--- src/rtl/core/tgt_pkg.sv ---
package tgt_pkg;

    // Result gesture codes
    typedef enum logic [2:0] {
        GST_NONE      = 3'd0,
        GST_DOWN      = 3'd1,
        GST_UP        = 3'd2,
        GST_SLIDE     = 3'd3,
        GST_SLIDE_END = 3'd4
    } gesture_t;

    // Tracker state; codes match the gesture codes they report
    typedef enum logic [1:0] {
        TRK_NONE  = 2'd0,
        TRK_DOWN  = 2'd1,
        TRK_SLIDE = 2'd3
    } track_state_t;

    // Configuration register indexes
    localparam logic [1:0] CFG_SLIDE_THRESHOLD  = 2'd0;
    localparam logic [1:0] CFG_TAP_WINDOW       = 2'd1;
    localparam logic [1:0] CFG_TRANSPOSE_ENABLE = 2'd2;
    localparam logic [1:0] CFG_TRANSPOSE_SPAN   = 2'd3;

    localparam int CFG_INDEX_W = 2;
    localparam int CFG_DATA_W  = 16;

    localparam logic [7:0]  SLIDE_THRESHOLD_RST  = 8'd6;
    localparam logic [15:0] TAP_WINDOW_RST       = 16'd25;
    localparam logic        TRANSPOSE_ENABLE_RST = 1'b1;
    localparam logic [15:0] TRANSPOSE_SPAN_RST   = 16'd319;

    localparam logic [7:0]  TAP_COUNT_MAX = 8'd255;

    localparam int IN_TDATA_W  = 56;
    localparam int IN_TUSER_W  = 2;
    localparam int OUT_TDATA_W = 104;
    localparam int OUT_TUSER_W = 3;

    typedef struct packed {
        logic        pending;
        logic        contact;
        logic [11:0] raw_x;
        logic [11:0] raw_y;
        logic [31:0] now_ticks;
    } sample_t;

    typedef struct packed {
        gesture_t           gesture;
        logic [15:0]        pos_x;
        logic [15:0]        pos_y;
        logic [15:0]        begin_x;
        logic [15:0]        begin_y;
        logic signed [15:0] move_x;
        logic signed [15:0] move_y;
        logic [7:0]         taps;
    } result_t;

    typedef struct packed {
        logic                   wr_en;
        logic [CFG_INDEX_W-1:0] index;
        logic [CFG_DATA_W-1:0]  data;
    } cfg_write_t;

endpackage

--- src/rtl/core/tgt_in_stage.sv ---
module tgt_in_stage (
    input  logic                        aclk,
    input  logic                        aresetn,
    input  logic                        s_tvalid,
    output logic                        s_tready,
    input  logic [tgt_pkg::IN_TDATA_W-1:0] s_tdata,
    input  logic [tgt_pkg::IN_TUSER_W-1:0] s_tuser,
    input  logic                        advance,
    output logic                        item_valid,
    output tgt_pkg::sample_t            item
);
    import tgt_pkg::*;

    logic    valid_reg;
    sample_t item_reg;

    // take a new word when the register is empty or is draining this cycle
    assign s_tready   = !valid_reg || advance;
    assign item_valid = valid_reg;
    assign item       = item_reg;

    always_ff @(posedge aclk) begin
        if (!aresetn) begin
            valid_reg <= 1'b0;
        end else if (s_tready) begin
            valid_reg <= s_tvalid;
        end
    end

    always_ff @(posedge aclk) begin
        if (s_tvalid && s_tready) begin
            item_reg.pending   <= s_tuser[0];
            item_reg.contact   <= s_tuser[1];
            item_reg.raw_x     <= s_tdata[11:0];
            item_reg.raw_y     <= s_tdata[23:12];
            item_reg.now_ticks <= s_tdata[55:24];
        end
    end

endmodule

--- src/rtl/core/tgt_core.sv ---
module tgt_core (
    input  logic                aclk,
    input  logic                aresetn,
    input  tgt_pkg::cfg_write_t cfg,
    input  logic                advance,
    input  tgt_pkg::sample_t    item,
    output tgt_pkg::result_t    result
);
    import tgt_pkg::*;

    // configuration
    logic [7:0]  slide_threshold_reg;
    logic [15:0] tap_window_reg;
    logic        transpose_enable_reg;
    logic [15:0] transpose_span_reg;

    // tracking state
    track_state_t state_reg, state_next;
    logic [15:0]  last_x_reg, last_x_next;
    logic [15:0]  last_y_reg, last_y_next;
    logic [15:0]  start_x_reg, start_x_next;
    logic [15:0]  start_y_reg, start_y_next;
    logic [7:0]   rep_taps_reg, rep_taps_next;
    logic [31:0]  press_time_reg, press_time_next;
    logic [31:0]  last_tap_reg, last_tap_next;
    logic [7:0]   tap_cnt_reg, tap_cnt_next;

    logic [15:0]        cur_x;
    logic [15:0]        cur_y;
    logic signed [16:0] dx;
    logic signed [16:0] dy;
    logic signed [16:0] th_pos;
    logic signed [16:0] th_neg;
    logic               slide_hit;
    logic [31:0]        press_age;
    logic [31:0]        tap_gap;
    logic               press_short;
    logic               gap_long;

    always_ff @(posedge aclk) begin
        if (!aresetn) begin
            slide_threshold_reg  <= SLIDE_THRESHOLD_RST;
            tap_window_reg       <= TAP_WINDOW_RST;
            transpose_enable_reg <= TRANSPOSE_ENABLE_RST;
            transpose_span_reg   <= TRANSPOSE_SPAN_RST;
        end else if (cfg.wr_en) begin
            case (cfg.index)
                CFG_SLIDE_THRESHOLD:  slide_threshold_reg  <= cfg.data[7:0];
                CFG_TAP_WINDOW:       tap_window_reg       <= cfg.data;
                CFG_TRANSPOSE_ENABLE: transpose_enable_reg <= cfg.data[0];
                CFG_TRANSPOSE_SPAN:   transpose_span_reg   <= cfg.data;
                default: ;
            endcase
        end
    end

    // rotate by ninety degrees when enabled; span - x wraps at 16 bits
    always_comb begin
        if (transpose_enable_reg) begin
            cur_x = {4'd0, item.raw_y};
            cur_y = transpose_span_reg - {4'd0, item.raw_x};
        end else begin
            cur_x = {4'd0, item.raw_x};
            cur_y = {4'd0, item.raw_y};
        end
    end

    assign dx        = $signed({1'b0, cur_x}) - $signed({1'b0, last_x_reg});
    assign dy        = $signed({1'b0, cur_y}) - $signed({1'b0, last_y_reg});
    assign th_pos    = $signed({9'd0, slide_threshold_reg});
    assign th_neg    = -th_pos;
    assign slide_hit = (dx >= th_pos) || (dx <= th_neg) || (dy >= th_pos) || (dy <= th_neg);

    assign press_age   = item.now_ticks - press_time_reg;
    assign tap_gap     = item.now_ticks - last_tap_reg;
    assign press_short = press_age <= {16'd0, tap_window_reg};
    assign gap_long    = tap_gap > {16'd0, tap_window_reg};

    always_comb begin
        state_next      = state_reg;
        last_x_next     = last_x_reg;
        last_y_next     = last_y_reg;
        start_x_next    = start_x_reg;
        start_y_next    = start_y_reg;
        rep_taps_next   = rep_taps_reg;
        press_time_next = press_time_reg;
        last_tap_next   = last_tap_reg;
        tap_cnt_next    = tap_cnt_reg;
        result.gesture  = gesture_t'({1'b0, state_reg});
        result.move_x   = '0;
        result.move_y   = '0;

        if (item.pending) begin
            rep_taps_next = '0;
            if (item.contact) begin
                last_x_next = cur_x;
                last_y_next = cur_y;
                case (state_reg)
                    TRK_NONE: begin
                        start_x_next = cur_x;
                        start_y_next = cur_y;
                        state_next   = TRK_DOWN;
                    end
                    TRK_DOWN: begin
                        if (slide_hit) begin
                            state_next    = TRK_SLIDE;
                            result.move_x = dx[15:0];
                            result.move_y = dy[15:0];
                        end
                    end
                    default: begin
                        result.move_x = dx[15:0];
                        result.move_y = dy[15:0];
                    end
                endcase
                // zero press time means unstamped
                if (state_next == TRK_DOWN && press_time_reg == '0) begin
                    press_time_next = item.now_ticks;
                end
                result.gesture = gesture_t'({1'b0, state_next});
            end else begin
                if (state_reg == TRK_DOWN) begin
                    result.gesture = GST_UP;
                    if (press_short) begin
                        if (gap_long) begin
                            tap_cnt_next = 8'd1;
                        end else if (tap_cnt_reg != TAP_COUNT_MAX) begin
                            tap_cnt_next = tap_cnt_reg + 8'd1;
                        end
                        rep_taps_next = tap_cnt_next;
                        last_tap_next = item.now_ticks;
                    end
                    press_time_next = '0;
                end else begin
                    tap_cnt_next   = '0;
                    result.gesture = GST_SLIDE_END;
                end
                state_next = TRK_NONE;
            end
        end

        result.pos_x   = last_x_next;
        result.pos_y   = last_y_next;
        result.begin_x = start_x_next;
        result.begin_y = start_y_next;
        result.taps    = rep_taps_next;
    end

    always_ff @(posedge aclk) begin
        if (!aresetn) begin
            state_reg <= TRK_NONE;
        end else if (advance) begin
            state_reg <= state_next;
        end
    end

    always_ff @(posedge aclk) begin
        if (!aresetn) begin
            last_x_reg     <= '0;
            last_y_reg     <= '0;
            start_x_reg    <= '0;
            start_y_reg    <= '0;
            rep_taps_reg   <= '0;
            press_time_reg <= '0;
            last_tap_reg   <= '0;
            tap_cnt_reg    <= '0;
        end else if (advance) begin
            last_x_reg     <= last_x_next;
            last_y_reg     <= last_y_next;
            start_x_reg    <= start_x_next;
            start_y_reg    <= start_y_next;
            rep_taps_reg   <= rep_taps_next;
            press_time_reg <= press_time_next;
            last_tap_reg   <= last_tap_next;
            tap_cnt_reg    <= tap_cnt_next;
        end
    end

    a_taps_only_on_up: assert property (@(posedge aclk) disable iff (!aresetn)
        advance && item.pending && result.gesture != GST_UP |-> result.taps == '0)
        else $error("taps reported without an up");

    a_move_only_on_slide: assert property (@(posedge aclk) disable iff (!aresetn)
        advance && (result.move_x != '0 || result.move_y != '0)
        |-> result.gesture == GST_SLIDE)
        else $error("movement reported outside a slide");

    a_release_to_none: assert property (@(posedge aclk) disable iff (!aresetn)
        advance && item.pending && !item.contact |=> state_reg == TRK_NONE)
        else $error("release did not return to none");

    a_slide_end_clears: assert property (@(posedge aclk) disable iff (!aresetn)
        advance && result.gesture == GST_SLIDE_END |=> tap_cnt_reg == '0)
        else $error("slide end kept the tap count");

    a_hold_when_idle: assert property (@(posedge aclk) disable iff (!aresetn)
        !advance && !$past(cfg.wr_en) |=> $stable(state_reg) && $stable(press_time_reg))
        else $error("state moved without an item");

endmodule

--- src/rtl/core/tgt_out_stage.sv ---
module tgt_out_stage (
    input  logic                          aclk,
    input  logic                          aresetn,
    input  logic                          item_valid,
    input  tgt_pkg::result_t              result,
    output logic                          advance,
    output logic                          m_tvalid,
    input  logic                          m_tready,
    output logic [tgt_pkg::OUT_TDATA_W-1:0] m_tdata,
    output logic [tgt_pkg::OUT_TUSER_W-1:0] m_tuser
);
    import tgt_pkg::*;

    logic    valid_reg;
    result_t result_reg;

    // load while empty or while the held word is being taken
    assign advance = item_valid && (!valid_reg || m_tready);

    always_ff @(posedge aclk) begin
        if (!aresetn) begin
            valid_reg <= 1'b0;
        end else if (!valid_reg || m_tready) begin
            valid_reg <= item_valid;
        end
    end

    always_ff @(posedge aclk) begin
        if (advance) begin
            result_reg <= result;
        end
    end

    assign m_tvalid = valid_reg;
    assign m_tuser  = result_reg.gesture;
    assign m_tdata  = {result_reg.taps, result_reg.move_y, result_reg.move_x,
                       result_reg.begin_y, result_reg.begin_x,
                       result_reg.pos_y, result_reg.pos_x};

endmodule

--- src/rtl/core/touch_gesture_tracker_unit.sv ---
// Channel   Dir  Handshake            Payload
// s_        in   s_tvalid/s_tready    tuser: pending, contact; tdata: raw_x, raw_y, now_ticks
// m_        out  m_tvalid/m_tready    tuser: gesture; tdata: pos, begin, move, taps
// cfg_      in   cfg_wr_en            cfg_index selects register, cfg_data value
//
// One sample per cycle sustained while the output is not stalled; each sample passes
// through the input register, the tracker logic and the output register, in that order.
// The tracker state updates when a sample moves into the output register, so
// back-to-back samples see the state left by the one before.
// A stalled output holds its word and the input register; s_tready drops only
// when both are full. Reset is synchronous.
module touch_gesture_tracker_unit (
    input  logic                                    aclk,
    input  logic                                    aresetn,
    input  logic                                    s_tvalid,
    output logic                                    s_tready,
    input  logic [tgt_pkg::IN_TDATA_W-1:0]          s_tdata,   // raw_x, raw_y, now_ticks
    input  logic [tgt_pkg::IN_TUSER_W-1:0]          s_tuser,   // pending, contact
    output logic                                    m_tvalid,
    input  logic                                    m_tready,
    output logic [tgt_pkg::OUT_TDATA_W-1:0]         m_tdata,   // pos_x, pos_y, begin_x,
                                                               // begin_y, move_x, move_y, taps
    output logic [tgt_pkg::OUT_TUSER_W-1:0]         m_tuser,   // gesture
    input  logic                                    cfg_wr_en,
    input  logic [tgt_pkg::CFG_INDEX_W-1:0]         cfg_index,
    input  logic [tgt_pkg::CFG_DATA_W-1:0]          cfg_data
);
    import tgt_pkg::*;

    logic       advance;
    logic       item_valid;
    sample_t    item;
    result_t    result;
    cfg_write_t cfg;

    assign cfg.wr_en = cfg_wr_en;
    assign cfg.index = cfg_index;
    assign cfg.data  = cfg_data;

    tgt_in_stage u_in_stage (
        .aclk       (aclk),
        .aresetn    (aresetn),
        .s_tvalid   (s_tvalid),
        .s_tready   (s_tready),
        .s_tdata    (s_tdata),
        .s_tuser    (s_tuser),
        .advance    (advance),
        .item_valid (item_valid),
        .item       (item)
    );

    tgt_core u_core (
        .aclk    (aclk),
        .aresetn (aresetn),
        .cfg     (cfg),
        .advance (advance),
        .item    (item),
        .result  (result)
    );

    tgt_out_stage u_out_stage (
        .aclk       (aclk),
        .aresetn    (aresetn),
        .item_valid (item_valid),
        .result     (result),
        .advance    (advance),
        .m_tvalid   (m_tvalid),
        .m_tready   (m_tready),
        .m_tdata    (m_tdata),
        .m_tuser    (m_tuser)
    );

endmodule

--- config.mk ---
export PLATFORM = sky130hd
export DESIGN_NAME = touch_gesture_tracker_unit
export DESIGN_NICKNAME = d
export VERILOG_FILES = /design/src/rtl/core/tgt_pkg.sv /design/src/rtl/core/tgt_in_stage.sv /design/src/rtl/core/tgt_core.sv /design/src/rtl/core/tgt_out_stage.sv /design/src/rtl/core/touch_gesture_tracker_unit.sv
export SDC_FILE = /design/constraint.sdc
export NUM_CORES = 1
export LEC_CHECK = 0
export BUFFER_PORTS_ARGS = -buffer_cell sky130_fd_sc_hd__buf_2
export CAP_MARGIN = 30
export CORE_MARGIN = 2
export CORE_UTILIZATION = 40
export CTS_BUF_LIST = sky130_fd_sc_hd__clkbuf_8 sky130_fd_sc_hd__clkbuf_16
export CTS_CLUSTER_SIZE = 14
export DETAILED_ROUTE_END_ITERATION = 10
export PLACE_DENSITY_LB_ADDON = 0.05
export RECOVER_POWER = 25
export SETUP_SLACK_MARGIN = 0.1
export SLEW_MARGIN = 10
export SYNTH_ARGS = -nofsm -noshare
export SYNTH_HDL_FRONTEND = slang
export SYNTH_SLANG_ARGS = --single-unit
--- constraint.sdc ---
create_clock -name aclk -period 18.5 [get_ports aclk]
set_input_delay 1.85 -clock aclk [delete_from_list [all_inputs] [get_ports aclk]]
set_output_delay 1.85 -clock aclk [all_outputs]
set_load 0.1 [all_outputs]
Yosys cells after proc, flatten, opt, wreduce, memory -nomap -nowiden
Index checks and enable logic that the tools add are counted.
{ "word_totals": {"word_cells": 109, "reg_bits": 354, "output_inout_bits": 109, "inputBits": 81} }
{ "classes": {"bitwise_logic": 2, "mux": 33, "reduce_logical": 24, "eq_ne": 8, "magnitude_cmp": 6, "addsub": 7} }
{ "ops": {"columns": ["operator", "n"], "rows": [
  ["2-to-1 mux 16 bit", 11],
  ["2-to-1 mux 32 bit", 4],
  ["2-to-1 mux 8 bit", 8],
  ["case mux 32 bit (2 select lines)", 1],
  ["subtractor 32 bit", 2],
  [">= comparator 17 x 9 -> 1 bit", 2],
  ["<= comparator 17 bit", 2],
  ["> comparator 32 x 16 -> 1 bit", 1],
  ["<= comparator 32 x 16 -> 1 bit", 1],
  ["zero test 32 bit", 1],
  ["negation 8 -> 17 bit", 1],
  ["subtractor 12 x 16 -> 17 bit", 1],
  ["subtractor 16 x 16 -> 17 bit", 1],
  ["subtractor 16 x 12 -> 16 bit", 1],
  ["2-to-1 mux 12 bit", 1],
  ["2-to-1 mux 2 bit", 6],
  ["AND reduction 2 bit", 6],
  ["adder 8 x 1 -> 8 bit, second input constant", 1],
  ["inequality test 8 bit, second input constant", 1],
  ["AND reduction 4 bit", 2],
  ["equality test 2 x 1 -> 1 bit, second input constant", 3],
  ["logical OR 1 bit", 5],
  ["AND reduction 5 bit", 1],
  ["equality test 2 bit, second input constant", 2],
  ["9 further kinds", 15]
]} }

Longest topological paths before layout
{ "logic_depth": {"ltp_word": 14, "ltp_mapped": 35, "ltp_nobuf": 31} }

Cells and area by module
Synthesis repeated with hierarchy kept, for this count alone.
{ "unflattened": {"hier_cells": 2300, "area_unflattened_um2": 21247.9} }
{ "modules_own_cells": {"columns": ["mod", "seq_area_each_um2", "n_inst", "cells_each", "area_per_inst_um2"], "rows": [
  ["tgt_core", 3743.6, 1, 2126, 16188.0],
  ["tgt_out_stage", 3233.1, 1, 111, 3260.6],
  ["tgt_in_stage", 1761.7, 1, 63, 1799.2]
]} }

Worst setup path after synthesis
No wires, ideal clock.
{ "synth_path": {"path_kind": "input-to-reg", "startpoint": "input port m_tready", "endpoint": "register u_out_stage.result_reg (netlist bit u_out_stage.m_tdata[0]) (enable)", "setup_slack_ps": 12324, "cell_stages": 6, "setup_ps": 512, "t_arrival_ps": 5664, "path_buffers": 3, "path_cell_list": "nor2b_1 > nand2b_1 > clkbuf_1 > inv_1 > clkbuf_1 > buf_1"} }
{ "synth_via": {"elab_chain_cells": 2} }
{ "synth_lines": {"columns": ["element", "line", "rtl"], "rows": [
  ["start: declaration", "touch_gesture_tracker_unit.sv:20", "input logic m_tready,"],
  ["logical OR 1 bit", "tgt_out_stage.sv:18", "assign advance = item_valid && (!valid_reg || m_tready);"],
  ["logical AND 1 bit", "tgt_out_stage.sv:18", null],
  ["named net advance", "touch_gesture_tracker_unit.sv:30", "logic advance;"],
  ["end signal: assignment", "tgt_out_stage.sv:30", "result_reg <= result;"],
  ["end: declaration", "tgt_out_stage.sv:15", "result_t result_reg;"]
]} }
The timed path passes the listed nets, and every way through them passes these cells.
A chain may end at the register's enable or synchronous reset.

Worst setup path in the final report
{ "layout_path": {"startpoint": "register u_core.transpose_span_reg[0]", "endpoint": "register u_core.press_time_reg[9]"} }
{ "layout_via": {"elab_chain_cells": 14, "word_cells_on_any_way": 15} }
{ "layout_lines": {"columns": ["element", "line", "rtl"], "rows": [
  ["start: declaration", "tgt_core.sv:15", "logic [15:0] transpose_span_reg;"],
  ["start signal: assignment", "tgt_core.sv:51", "CFG_TRANSPOSE_SPAN: transpose_span_reg <= cfg.data;"],
  ["subtractor 16 x 12 -> 16 bit *", "tgt_core.sv:61", "cur_y = transpose_span_reg - {4'd0, item.raw_x};"],
  ["2-to-1 mux 16 bit *", "tgt_core.sv:59", "if (transpose_enable_reg) begin"],
  ["subtractor 16 x 16 -> 17 bit *", "tgt_core.sv:69", "assign dy = $signed({1'b0, cur_y}) - $signed({1'b0, last_y_reg});"],
  [">= comparator 17 x 9 -> 1 bit", "tgt_core.sv:72", "assign slide_hit = (dx >= th_pos) || (dx <= th_neg) || (dy >= th_pos) || (dy <= th_neg);"],
  ["logical OR 1 bit", "tgt_core.sv:72", null],
  ["logical OR 1 bit *", "tgt_core.sv:72", null],
  ["2-to-1 mux 2 bit *", "tgt_core.sv:105", "if (slide_hit) begin"],
  ["case mux 2 bit (2 select lines) *", "tgt_core.sv:98", "case (state_reg)"],
  ["2-to-1 mux 2 bit *", "tgt_core.sv:95", "if (item.contact) begin"],
  ["2-to-1 mux 2 bit *", "tgt_core.sv:93", "if (item.pending) begin"],
  ["equality test 2 x 1 -> 1 bit *", "tgt_core.sv:117", "if (state_next == TRK_DOWN && press_time_reg == '0) begin"],
  ["logical AND 1 bit *", "tgt_core.sv:117", null],
  ["inequality test 2 x 1 -> 1 bit (no source line) *", null, null],
  ["AND reduction 4 bit (no source line) *", null, null],
  ["end signal: assignment", "tgt_core.sv:173", "press_time_reg <= press_time_next;"],
  ["end: declaration", "tgt_core.sv:24", "logic [31:0] press_time_reg, press_time_next;"]
]} }
Every way passes the cells marked *; elsewhere a longest branch is shown, timed or not. The select of a mux whose other input is x is not followed.

==> impl_metrics.prom <==
# TYPE chip_impl_metric gauge
chip_impl_metric{name="cts.repair_timing.setup_buffer_count",unit=""} 0
chip_impl_metric{name="synthArstFlopShare",unit="%"} 0
chip_impl_metric{name="power.switching",unit="mW"} 0.737
chip_impl_metric{name="number_of_cell_rows",unit=""} 84
chip_impl_metric{name="detailedPlacementHpwl",unit="mm"} 50.4
chip_impl_metric{name="post_layout_nonfiller_instances",unit=""} 3268
chip_impl_metric{name="boundaryPins",unit=""} 190
chip_impl_metric{name="clk-insertion-delay-late",unit="ps"} 600
chip_impl_info{name="clock_tree_from_tritoncts",value="yes"} 1
chip_impl_metric{name="htreeDepth",unit=""} 2
chip_impl_metric{name="timing.setup.tns",unit="ps"} 0
chip_impl_metric{name="cts-resized-gates",unit=""} 0
chip_impl_metric{name="post_drt_via_cell_ratio",unit=""} 5.41
chip_impl_metric{name="number_of_synthesized_flops_with_an_enable_pin",unit=""} 165
chip_impl_metric{name="post_synth_num_cell_types",unit=""} 87
chip_impl_metric{name="antennaDiodeCount",unit=""} 0
chip_impl_info{name="timing.critical_path.from_type",value="register"} 1
chip_impl_info{name="violations",value="capacitance limit, slew limit"} 1
chip_impl_metric{name="timing_hold_violations_final",unit=""} 0
chip_impl_metric{name="intPower",unit="mW"} 1.52
chip_impl_metric{name="power.clock.fraction",unit="%"} 37.8
chip_impl_metric{name="max_stage_delay",unit="ps"} 660
chip_impl_info{name="synthTopCellsByCount",value="276 x sky130_fd_sc_hd__nand2_1, 221 x sky130_fd_sc_hd__nor2_1, 193 x sky130_fd_sc_hd__inv_1, 189 x sky130_fd_sc_hd__dfxtp_1, 184 x sky130_fd_sc_hd__ha_1"} 1
chip_impl_metric{name="initial_core_util",unit="%"} 40.5
chip_impl_metric{name="worst_pin_slew",unit="ps"} 2230
chip_impl_info{name="rsz_0062_raised_after_global_routing",value="no"} 1
chip_impl_metric{name="power_frac_seq",unit="%"} 38.7
chip_impl_metric{name="synth_sequential_area_ratio",unit="%"} 41.0
chip_impl_metric{name="grt-ovfl-total",unit=""} 0
chip_impl_metric{name="cts-buffers-inserted",unit=""} 42
chip_impl_info{name="synth.top_cells.by_area",value="sky130_fd_sc_hd__edfxtp_1 23%, sky130_fd_sc_hd__dfxtp_1 18%, sky130_fd_sc_hd__ha_1 11%"} 1
chip_impl_metric{name="finalWeightedCongestion",unit=""} 0.890
chip_impl_metric{name="critical_path.max_fanout",unit=""} 23
chip_impl_metric{name="clkSinkCount",unit=""} 354
chip_impl_metric{name="postCtsHoldBufs",unit=""} 0
chip_impl_metric{name="post_synthesis_cell_count",unit=""} 2383
chip_impl_info{name="outcome",value="complete, but fails checks"} 1
chip_impl_metric{name="largest_register_ff_count",unit=""} 104
chip_impl_metric{name="report.final.setup_viol",unit=""} 0
chip_impl_metric{name="design.final.nets",unit=""} 2816
chip_impl_metric{name="route.final.wire_length",unit="mm"} 64.1
chip_impl_metric{name="first_iter_violations",unit=""} 979
chip_impl_metric{name="finalCritPeriodShare",unit="%"} 38.4
chip_impl_metric{name="finalClockSkew",unit="ps"} 37.4
chip_impl_metric{name="synth.net_count",unit=""} 2653
chip_impl_metric{name="area_growth",unit="%"} 14.3
chip_impl_info{name="post-synth-top-area-cell",value="sky130_fd_sc_hd__edfxtp_1"} 1
chip_impl_metric{name="hold_slack",unit="ps"} 448
chip_impl_metric{name="pwr-share-comb",unit="%"} 23.5
chip_impl_metric{name="yosysWarnings",unit=""} 0
chip_impl_metric{name="max_freq",unit="MHz"} 141
chip_impl_metric{name="drc",unit=""} 0
chip_impl_metric{name="core_area",unit="mm2"} 0.0527
chip_impl_metric{name="finalWorstPathRequiredPeriod",unit="ps"} 7100
chip_impl_info{name="cts.root.buffer_cell",value="sky130_fd_sc_hd__clkbuf_16"} 1
chip_impl_metric{name="number_of_antenna_violations_at_the_first_check_in_global_routing",unit=""} 0
chip_impl_metric{name="path_clk_slew",unit="ps"} 60
chip_impl_metric{name="yosysTopAreaCellShare",unit="%"} 23.2
chip_impl_info{name="synth.most_common_cell",value="sky130_fd_sc_hd__nand2_1"} 1
chip_impl_metric{name="final_antenna_net_count",unit=""} 0
chip_impl_metric{name="power-per-cell-area",unit="mW/mm2"} 92.7
chip_impl_info{name="slowest_stage",value="sky130_fd_sc_hd__o22a_1"} 1
chip_impl_metric{name="grt_first_pass_wirelength",unit="mm"} 99.5
chip_impl_metric{name="placedInstanceArea",unit="mm2"} 0.0229
chip_impl_metric{name="via_count",unit=""} 17700
chip_impl_metric{name="numPortBuffers",unit=""} 189
chip_impl_metric{name="slew-limit-headroom",unit="%"} -48.6
chip_impl_metric{name="ctsLongestPathBuffers",unit=""} 3
chip_impl_metric{name="global_route.usage.total",unit="%"} 22.9
chip_impl_metric{name="post_route_cells_drive_above_1_share",unit="%"} 11.8
chip_impl_metric{name="timing.final.ws_setup",unit="ps"} 11400
chip_impl_metric{name="cp.arrival",unit="ps"} 7620
chip_impl_metric{name="mean_area_per_synthesized_cell",unit="um2"} 8.95
chip_impl_info{name="setup.worst_path.class",value="reg2reg"} 1
chip_impl_metric{name="wire_length_per_cell_after_detailed_routing",unit="um"} 19.6
chip_impl_metric{name="place.detailed.instances",unit=""} 3189
chip_impl_info{name="worst_path_dominant_cell_family",value="compound AO/OA/AOI/OAI gates"} 1
chip_impl_info{name="hold_class",value="reg2reg"} 1
chip_impl_metric{name="grt_start_max_net_pins",unit=""} 59
chip_impl_metric{name="timing.final.max_slew_violations",unit=""} 202
chip_impl_info{name="crit_path_end_kind",value="register"} 1
chip_impl_metric{name="worst_ep_required_time",unit="ps"} 19020
chip_impl_metric{name="filler_cell_count",unit=""} 5232
chip_impl_metric{name="floorplan_die_width",unit="um"} 235
chip_impl_metric{name="leakage_dissipation",unit="nW"} 9.63
chip_impl_metric{name="worstPathBufferInverterCount",unit=""} 4
chip_impl_metric{name="post_synth_instance_area",unit="mm2"} 0.0213
chip_impl_info{name="dominantRegCellSynth",value="sky130_fd_sc_hd__dfxtp_1"} 1
chip_impl_metric{name="ir_worst_vdd",unit="uV"} 66.4
chip_impl_metric{name="vias_in_the_first_global_route",unit=""} 17800
chip_impl_metric{name="dp_slack",unit="ps"} 11380
chip_impl_metric{name="switching_share",unit="%"} 32.6
chip_impl_metric{name="drt_first_pass_iters",unit=""} 5
chip_impl_metric{name="dieHeight",unit="um"} 235
chip_impl_metric{name="number_of_register_bits_inferred_by_synthesis",unit=""} 354
chip_impl_metric{name="fin_area",unit="mm2"} 0.0244
chip_impl_metric{name="die-area",unit="mm2"} 0.0552
chip_impl_metric{name="max-cap-violations",unit=""} 5
## tightest hold or removal path, delay by kind of cell, from the launching register on
family | cells | cell delay (ps)
DFF | 1 | 300
and+or+nand+nor | 1 | 50
AOI/OAI and AO/OA | 1 | 50
## stage by stage
step	power (mW)	util (%)
2_1_floorplan	1.28	-
3_5_place_dp	1.42	43.6
5_1_grt	2.37	46.3
3_3_place_gp	1.42	43.5
6_report	2.26	46.3
4_1_cts	2.29	46.3
## layer usage
| metal | share of wire (%) | vias up | GRT usage [%] |
|---|---|---|---|
| li1 | - | 8898 | - |
| met1 | 41 | 8344 | 27.0 |
| met2 | 51 | 314 | 41.4 |
| met3 | 3.4 | 116 | 3.10 |
| met4 | 4.4 | 0 | 10.0 |
| met5 | 0 | - | 0 |
## final cells by class
cell class	instances	area (um2)	area share, %
Timing Repair Buffer	217	1160	4.75
Multi-Input combinational cell	1738	11400	47.0
Clock buffer	48	1130	4.65
Inverter	193	728	2.99
Sequential cell	354	8740	35.9
Clock inverter	30	304	1.25
Tap cell	688	861	3.53
## final timing paths
check,from,to,slack (ps),cells past startpoint
setup / recovery,u_core.transpose_span_reg[0],u_core.press_time_reg[9],11400,30
hold / removal,u_core.rep_taps_reg[2],u_core.rep_taps_reg[2],450,2
setup reg to reg,u_core.transpose_span_reg[0],u_core.press_time_reg[9],11400,30
hold reg to reg,u_core.rep_taps_reg[2],u_core.rep_taps_reg[2],450,2
## power by group through the flow
stage / logic, mW / clock network (mW) / registers [mW]
floorplan: 0.310 / 0 / 0.965
global placement: 0.528 / 0 / 0.891
detailed placement: 0.533 / 0 / 0.891
CTS: 0.536 / 0.877 / 0.874
global route: 0.588 / 0.909 / 0.877
finish: 0.532 / 0.853 / 0.874
## placed cells by master (no fill, tap or decap), types with 13 or more instances in the layout
| cell type | n |
|---|---|
| sky130_fd_sc_hd__nor2b_1 | 25 |
| sky130_fd_sc_hd__nand2b_1 | 21 |
| sky130_fd_sc_hd__a31oi_1 | 16 |
| sky130_fd_sc_hd__inv_1 | 203 |
| sky130_fd_sc_hd__a211oi_1 | 48 |
| sky130_fd_sc_hd__clkbuf_16 | 42 |
| sky130_fd_sc_hd__and2_1 | 13 |
| sky130_fd_sc_hd__a22o_1 | 33 |
| sky130_fd_sc_hd__a21o_1 | 30 |
| sky130_fd_sc_hd__o211ai_1 | 20 |
| sky130_fd_sc_hd__dfxtp_1 | 188 |
| sky130_fd_sc_hd__mux2i_1 | 55 |
| sky130_fd_sc_hd__nand2_1 | 276 |
| sky130_fd_sc_hd__and3_1 | 17 |
| sky130_fd_sc_hd__a21oi_1 | 174 |
| sky130_fd_sc_hd__o21a_1 | 37 |
| sky130_fd_sc_hd__buf_2 | 188 |
| sky130_fd_sc_hd__nor4_1 | 19 |
| sky130_fd_sc_hd__xor2_1 | 36 |
| sky130_fd_sc_hd__edfxtp_1 | 165 |
| sky130_fd_sc_hd__buf_4 | 21 |
| sky130_fd_sc_hd__xnor2_1 | 44 |
| sky130_fd_sc_hd__nand3_1 | 50 |
| sky130_fd_sc_hd__nand4_1 | 35 |
| sky130_fd_sc_hd__o21ai_0 | 143 |
| sky130_fd_sc_hd__nor3_1 | 40 |
| sky130_fd_sc_hd__nor2_1 | 219 |
| sky130_fd_sc_hd__ha_1 | 184 |
| sky130_fd_sc_hd__or3_1 | 15 |
## kinds of logic after synthesis
logic type,after synthesis,synth area share (%)
AO/OA/AOI/OAI,624,19.0
AND/OR/NAND/NOR,787,17.3
flip-flops,354,41.0
buffers and inverters,291,5.42
XOR/XNOR,80,3.29
multiplexers,57,2.69
adder cells (fa/ha/maj),190,11.3
Power figures use the tool's default switching activity.
